===== src/rtl/core/srup_psqrt.sv =====
`timescale 1ns / 1ps
`default_nettype none

// Floor integer square root, one result bit per registered stage.
module srup_psqrt #(
  parameter int unsigned R_W = 32
) (
  input  wire logic             clk_i,
  input  wire logic             en_i,
  input  wire logic [2*R_W-1:0] x_i,
  output logic      [R_W-1:0]   root_o
);

  localparam int unsigned TW = 2 * R_W + 1;

  logic [TW-1:0]  rem_q  [R_W];
  logic [R_W-1:0] root_q [R_W];

  for (genvar j = 0; j < R_W; j++) begin : g_stage
    localparam int unsigned K = R_W - 1 - j;

    logic [TW-1:0]  rem_in, term, rem_d;
    logic [R_W-1:0] root_in, root_d;
    logic           ge;

    if (j == 0) begin : g_first
      assign rem_in  = TW'(x_i);
      assign root_in = '0;
    end else begin : g_next
      assign rem_in  = rem_q[j-1];
      assign root_in = root_q[j-1];
    end

    // (root + 2^K)^2 - root^2 = root * 2^(K+1) + 2^(2K)
    always_comb begin
      term      = (TW'(root_in) << (K + 1)) | (TW'(1) << (2 * K));
      ge        = rem_in >= term;
      rem_d     = ge ? rem_in - term : rem_in;
      root_d    = root_in;
      root_d[K] = ge;
    end

    always_ff @(posedge clk_i) begin
      if (en_i) begin
        rem_q[j]  <= rem_d;
        root_q[j] <= root_d;
      end
    end
  end

  assign root_o = root_q[R_W-1];

endmodule

`default_nettype wire


===== config.mk =====
export PLATFORM = sky130hd
export DESIGN_NAME = srup_psqrt
export DESIGN_NICKNAME = d
export VERILOG_FILES = /design/src/rtl/core/srup_psqrt.sv
export SDC_FILE = /design/constraint.sdc
export NUM_CORES = 2
export LEC_CHECK = 0
export BUFFER_PORTS_ARGS = -buffer_cell sky130_fd_sc_hd__buf_2
export CORE_ASPECT_RATIO = 0.8
export CORE_UTILIZATION = 47
export CTS_BUF_LIST = sky130_fd_sc_hd__clkbuf_4 sky130_fd_sc_hd__clkbuf_8
export CTS_CLUSTER_SIZE = 16
export DETAILED_ROUTE_END_ITERATION = 6
export PLACE_DENSITY = 0.71
export SLEW_MARGIN = 20
export SYNTH_ARGS = -nofsm -noshare
export SYNTH_HDL_FRONTEND = slang
export SYNTH_SLANG_ARGS = --single-unit

===== constraint.sdc =====
create_clock -name clk_i -period 4.6 [get_ports clk_i]
set_clock_uncertainty 0.15 [all_clocks]
set_input_delay 0.92 -clock clk_i [delete_from_list [all_inputs] [get_ports clk_i]]
set_output_delay 0.92 -clock clk_i [all_outputs]
set_load 0.005 [all_outputs]

# Yosys cells after proc, flatten, opt, wreduce, memory -nomap -nowiden
# Memories as Yosys holds them, arrays and structs flattened.
# Cells that the tools add are included.
[word_totals]
n_memories = 2
mem_bits_rw = 3104
regBits = 0
[mem_list]
columns = ["memory", "words", "word_bits", "read_ports", "rd_ports_with_merged_regs", "write_ports", "line_no", "text"]
rows = [
  ["rem_q", 32, 65, 31, 0, 32, "16", "logic [TW-1:0] rem_q [R_W];"],
  ["root_q", 32, 32, 32, 0, 32, "17", "logic [R_W-1:0] root_q [R_W];"],
]
[classes]
add_sub_neg = 32
order_cmp = 32
n_mux = 34
[op_table]
columns = ["operator", "count"]
rows = [
  ["$mux 65", 32],
  ["$ge 65x33->1", 1],
  ["$ge 65x34->1", 1],
  ["$ge 65x35->1", 1],
  ["$ge 65x36->1", 1],
  ["$ge 65x37->1", 1],
  ["$ge 65x38->1", 1],
  ["$ge 65x39->1", 1],
  ["$ge 65x40->1", 1],
  ["$ge 65x41->1", 1],
  ["$ge 65x42->1", 1],
  ["$ge 65x43->1", 1],
  ["$ge 65x44->1", 1],
  ["$ge 65x45->1", 1],
  ["$ge 65x46->1", 1],
  ["$ge 65x47->1", 1],
  ["$ge 65x48->1", 1],
  ["$ge 65x49->1", 1],
  ["$ge 65x50->1", 1],
  ["$ge 65x51->1", 1],
  ["$ge 65x52->1", 1],
  ["$ge 65x53->1", 1],
  ["$ge 65x54->1", 1],
  ["$ge 65x55->1", 1],
  ["other kinds (42)", 43],
]

# Logic depth before layout (Yosys ltp)
# An unclocked memory read counts as a cell.
[logic_depth]
ltp_word = 3
mapped_depth = 15

# Worst setup path after synthesis
# OpenSTA, ideal clock, no wires.
[synth_timing]
path_kind = "register -> register"
start = "memory rem_q[28][40] (netlist bit)"
end = "memory rem_q[29][48] (netlist bit) (data pin)"
arrival_time_ps = 3451
synth_period_minus_slack_ps = 3864
required_time_ps = 4186
slack_ps = 736
stages_incl_launch_ff = 11
cell_sequence = "edfxtp_1 or4_1 or4_4 or3_1 or4_4 o31ai_4 nand2_1 or4_4 buf_6 o31ai_1 o21ai_1"
[synth_lines]
columns = ["item", "line_no"]
rows = [
  ["from (decl)", "16"],
]

==> results by group <==
Outcome
  • Run status: finished clean

Min path
  • Type of the tightest min-delay check: input port to flip-flop
  • Cell count of the worst hold path: 3
  • Hold Startpoint: x_i[63]

Power and ir drop
  • Psw: 19.3 mW
  • Power Internal: 45.3 mW
  • Power per cell area: 476 nW/µm²
  • Static power due to leakage: 51.1 nW
  • Relative contribution of the clock network to total power: 0.299
  • Total Power Consumption: 64.6 mW
  • Sw Ratio: 0.299
  • Power share of the combinational group: 0.212
  • Share of total power in sequential cells: 0.489
  • Highest ir drop seen on vdd: 307 µV

Die
  • Placeable core area: 257000 µm²
  • Die Height: 457 µm
  • Number of placement rows: 166
  • Die X-Extent: 571 µm
  • Initial standard-cell utilization of the core: 0.474
  • Total die area: 261000 µm²
  • Number of ports placed on the die boundary: 98

STA
  • Worst Hold Margin: 0.103 ns
  • Final worst-path cycle share: 0.953
  • Fin. max-slew vios: 0
  • Setup Total Neg Slack: 0 ns
  • Worst Tran Pin Value: 1.08 ns
  • Setup-failing EPs final: 0
  • RSZ-0062 raised after global routing: false
  • Slew HR: 0.274
  • Clock period minus worst slack: 4.39 ns
  • Achievable Freq: 228 MHz
  • Hold Fails Final Rpt: 0

Final layout
  • Number of fill cells in the layout: 21400
  • Area of the multi-input gates: 42100 µm²
  • Final net count: 10800
  • Fraction of final layout cells sized beyond drive strength 1: 0.0988
  • Area occupied by registers: 76400 µm²
  • Layout Area Growth over Synthesis: 11.7%

Global routing
  • Antenna violations before repair: 11
  • Global-route wire length before repair: 444000 µm
  • Number of global-route vias before repair: 76500
  • GRT Resource Usage Total: 0.219
  • Largest net degree at the start of global routing: 158
  • Total gr overflow: 0

Logic synthesis
  • Top cells by area in the synthesized netlist: edfxtp_1, ha_1, xnor2_1, xor2_1, a21oi_1
  • Number of storage elements in the synthesis netlist: 2543
  • Commonest cells in the synthesized netlist: edfxtp_1, inv_1, nand2_1, nor2_1, ha_1
  • Sequential share of the synthesized area: 0.627
  • Post-synth top flop: edfxtp_1
  • Yosys warning count: 0
  • Async set-or-reset flop fraction in the synthesized netlist: 0
  • Top-count cell post-synth: edfxtp_1
  • Count of flip-flops with a built-in enable after synthesis: 2543
  • Number of nets produced by synthesis: 10300
  • Synth Area per Inst: 12.6 µm²
  • Synth Instances: 9676
  • Count of distinct cell types in the synthesized netlist: 85
  • Mapped Area: 122000 µm²
  • Most area-hungry cell type in the Yosys netlist: edfxtp_1
  • Area share of the leading cell type in the synthesized netlist: 0.627

Placed design
  • Final estimated routing congestion in global placement: 0.948
  • Placed wire-length estimate after detailed placement: 217000 µm
  • Port buffer count: 97

Setup path
  • Worst reg-to-reg path cell count: 11
  • Most used cell along the critical path: o21ai_0
  • Sort of element at the end of the critical path: flip-flop
  • Data arrival, critical path: 4.95 ns
  • Launching element type of the critical path: flip-flop
  • Timing startpoint of the critical path: rem_q[28][6]$_DFFE_PP_
  • Setup Crit Path Kind: flip-flop to flip-flop
  • Required time of the critical path: 5.16 ns
  • Crit path max-delay cell type: or4_4
  • Cell-by-cell listing of the critical path: ha_1 -> nor2b_1 -> o31a_1 -> o311a_1 -> o21ai_0 -> a31oi_1 -> o31ai_1 -> o21ai_0 -> or4_4 -> nor3_1 -> xor2_1
  • Slowest stage delay, CP: 0.62 ns
  • Source of the worst register-to-register timing path: rem_q[28][6]$_DFFE_PP_
  • Critical-path maximum fanout: 12

Routing
  • Initial DRC count: 8461
  • Drt pass-1 iters: 7
  • Average wire length per cell after detail routing: 21.0 µm
  • DRC: 0
  • Final WL: 293000 µm
  • Total number of vias: 79300
  • Count of nets left with antenna violations after detail routing: 0
  • Routed via count divided by cell count: 5.69

Clocking
  • Clock transition at the register clock pins on the worst setup and hold paths after CTS: 0.06 ns
  • Root Buffer Master: clkbuf_8
  • Deepest level of the CTS H-tree: 5
  • Buffer levels on the longest clock path: 4
  • Clock tree from TritonCTS: built
  • Number of buffers added by the clock tree synthesis step: 390
  • Latest clock arrival within the worst-skew pair: 1.04 ns
  • TritonCTS sink count: 2543

Job
  • Number of max-capacitance violations reported: 0
-- registers in the layout, indices dropped and copies added, names as in the netlist --
register	count
rem_q	2015
root_q	528
-- through the flow --
step           area [µm²]  cells  setup slack [ns]   util
2_1_floorplan      122000   9676             0.736      -
3_3_place_gp       127000  13200            -0.173  0.496
3_5_place_dp       127000  13200            -0.274  0.496
4_1_cts            136000  13900             0.102  0.529
5_1_grt            136000  13900            0.0175  0.529
6_report           136000  13900             0.215  0.530
-- critical path, delay by kind of cell (launching register included) --
kind | cells | cell delay (ns)
AOI/OAI and AO/OA | 6 | 2.04
and+or+nand+nor | 3 | 1.03
DFF | 1 | 0.39
adders and majority gates | 1 | 0.37
xor gates and xnor gates | 1 | 0.09
-- layer usage --
metal	track usage	up-vias	wire [µm]
met4	0.0557	6	6940
met2	0.328	2853	128000
met1	0.322	38600	133000
li1	-	37300	-
met3	0.0497	501	25100
met5	0	-	47
-- power groups by stage --
stage | clock, mW | sequential, mW | combinational [mW]
3_5_place_dp | 0 | 32.1 | 13.3
5_1_grt | 20.7 | 31.9 | 15.1
4_1_cts | 19.8 | 31.6 | 13.5
6_report | 19.3 | 31.6 | 13.7
2_1_floorplan | 0 | 30.9 | 9.75
3_3_place_gp | 0 | 32.0 | 13.1
-- cell type report --
cell class | instances | share of cell area
Tap cell | 3444 | 0.0317
Inverter | 687 | 0.0190
Clock inverter | 201 | 0.0124
Antenna cell | 8 | 0.000147
Clock buffer | 495 | 0.0457
Multi-Input combinational cell | 6238 | 0.310
Sequential cell | 2543 | 0.562
Timing Repair Buffer | 321 | 0.0194
-- logic make-up after synthesis --
| logic type | count (synthesis) | share of synthesized area |
|---|---|---|
| XOR/XNOR | 896 | 0.0645 |
| AND/OR/NAND/NOR | 2886 | 0.123 |
| AO/OA/AOI/OAI | 1806 | 0.0921 |
| adder cells (fa/ha/maj) | 558 | 0.0574 |
| multiplexers | 92 | 0.00841 |
| flip-flops | 2543 | 0.627 |
| buffers and inverters | 895 | 0.0277 |
-- repair_timing --
item	CTS	global route
setup buffers	0	3
hold endpoints to repair	62	0
pin swaps	0	1
resized for setup	4	11
setup endpoints to repair	17	42
hold buffers	62	0
-- worst paths after layout --
kind         slack (ns)                 endpoint
max reg2reg        0.21  rem_q[29][40]$_DFFE_PP_
min                0.10   rem_q[0][63]$_DFFE_PP_
min reg2reg        0.26  rem_q[13][26]$_DFFE_PP_
max                0.21  rem_q[29][40]$_DFFE_PP_
-- cells in the final DEF, fill, tap and decap left out, types with 83 or more instances in the layout --
cell | Yosys | final
edfxtp_1 | 2543 | 2543
inv_1 | 686 | 686
nand2_1 | 666 | 666
nor2_1 | 604 | 604
ha_1 | 558 | 558
a21oi_1 | 556 | 554
xnor2_1 | 478 | 478
o21ai_0 | 478 | 477
xor2_1 | 418 | 418
clkbuf_8 | 0 | 398
nor4_1 | 345 | 340
nor3_1 | 254 | 253
a21o_1 | 238 | 238
nand3_1 | 163 | 161
nand4_1 | 159 | 159
buf_4 | 0 | 138
nand2b_1 | 117 | 117
or3_1 | 102 | 102
o21a_1 | 101 | 100
clkbuf_4 | 0 | 97
buf_2 | 7 | 96
clkinv_1 | 1 | 95
or4_1 | 83 | 83
Power figures use the tool's default switching activity.
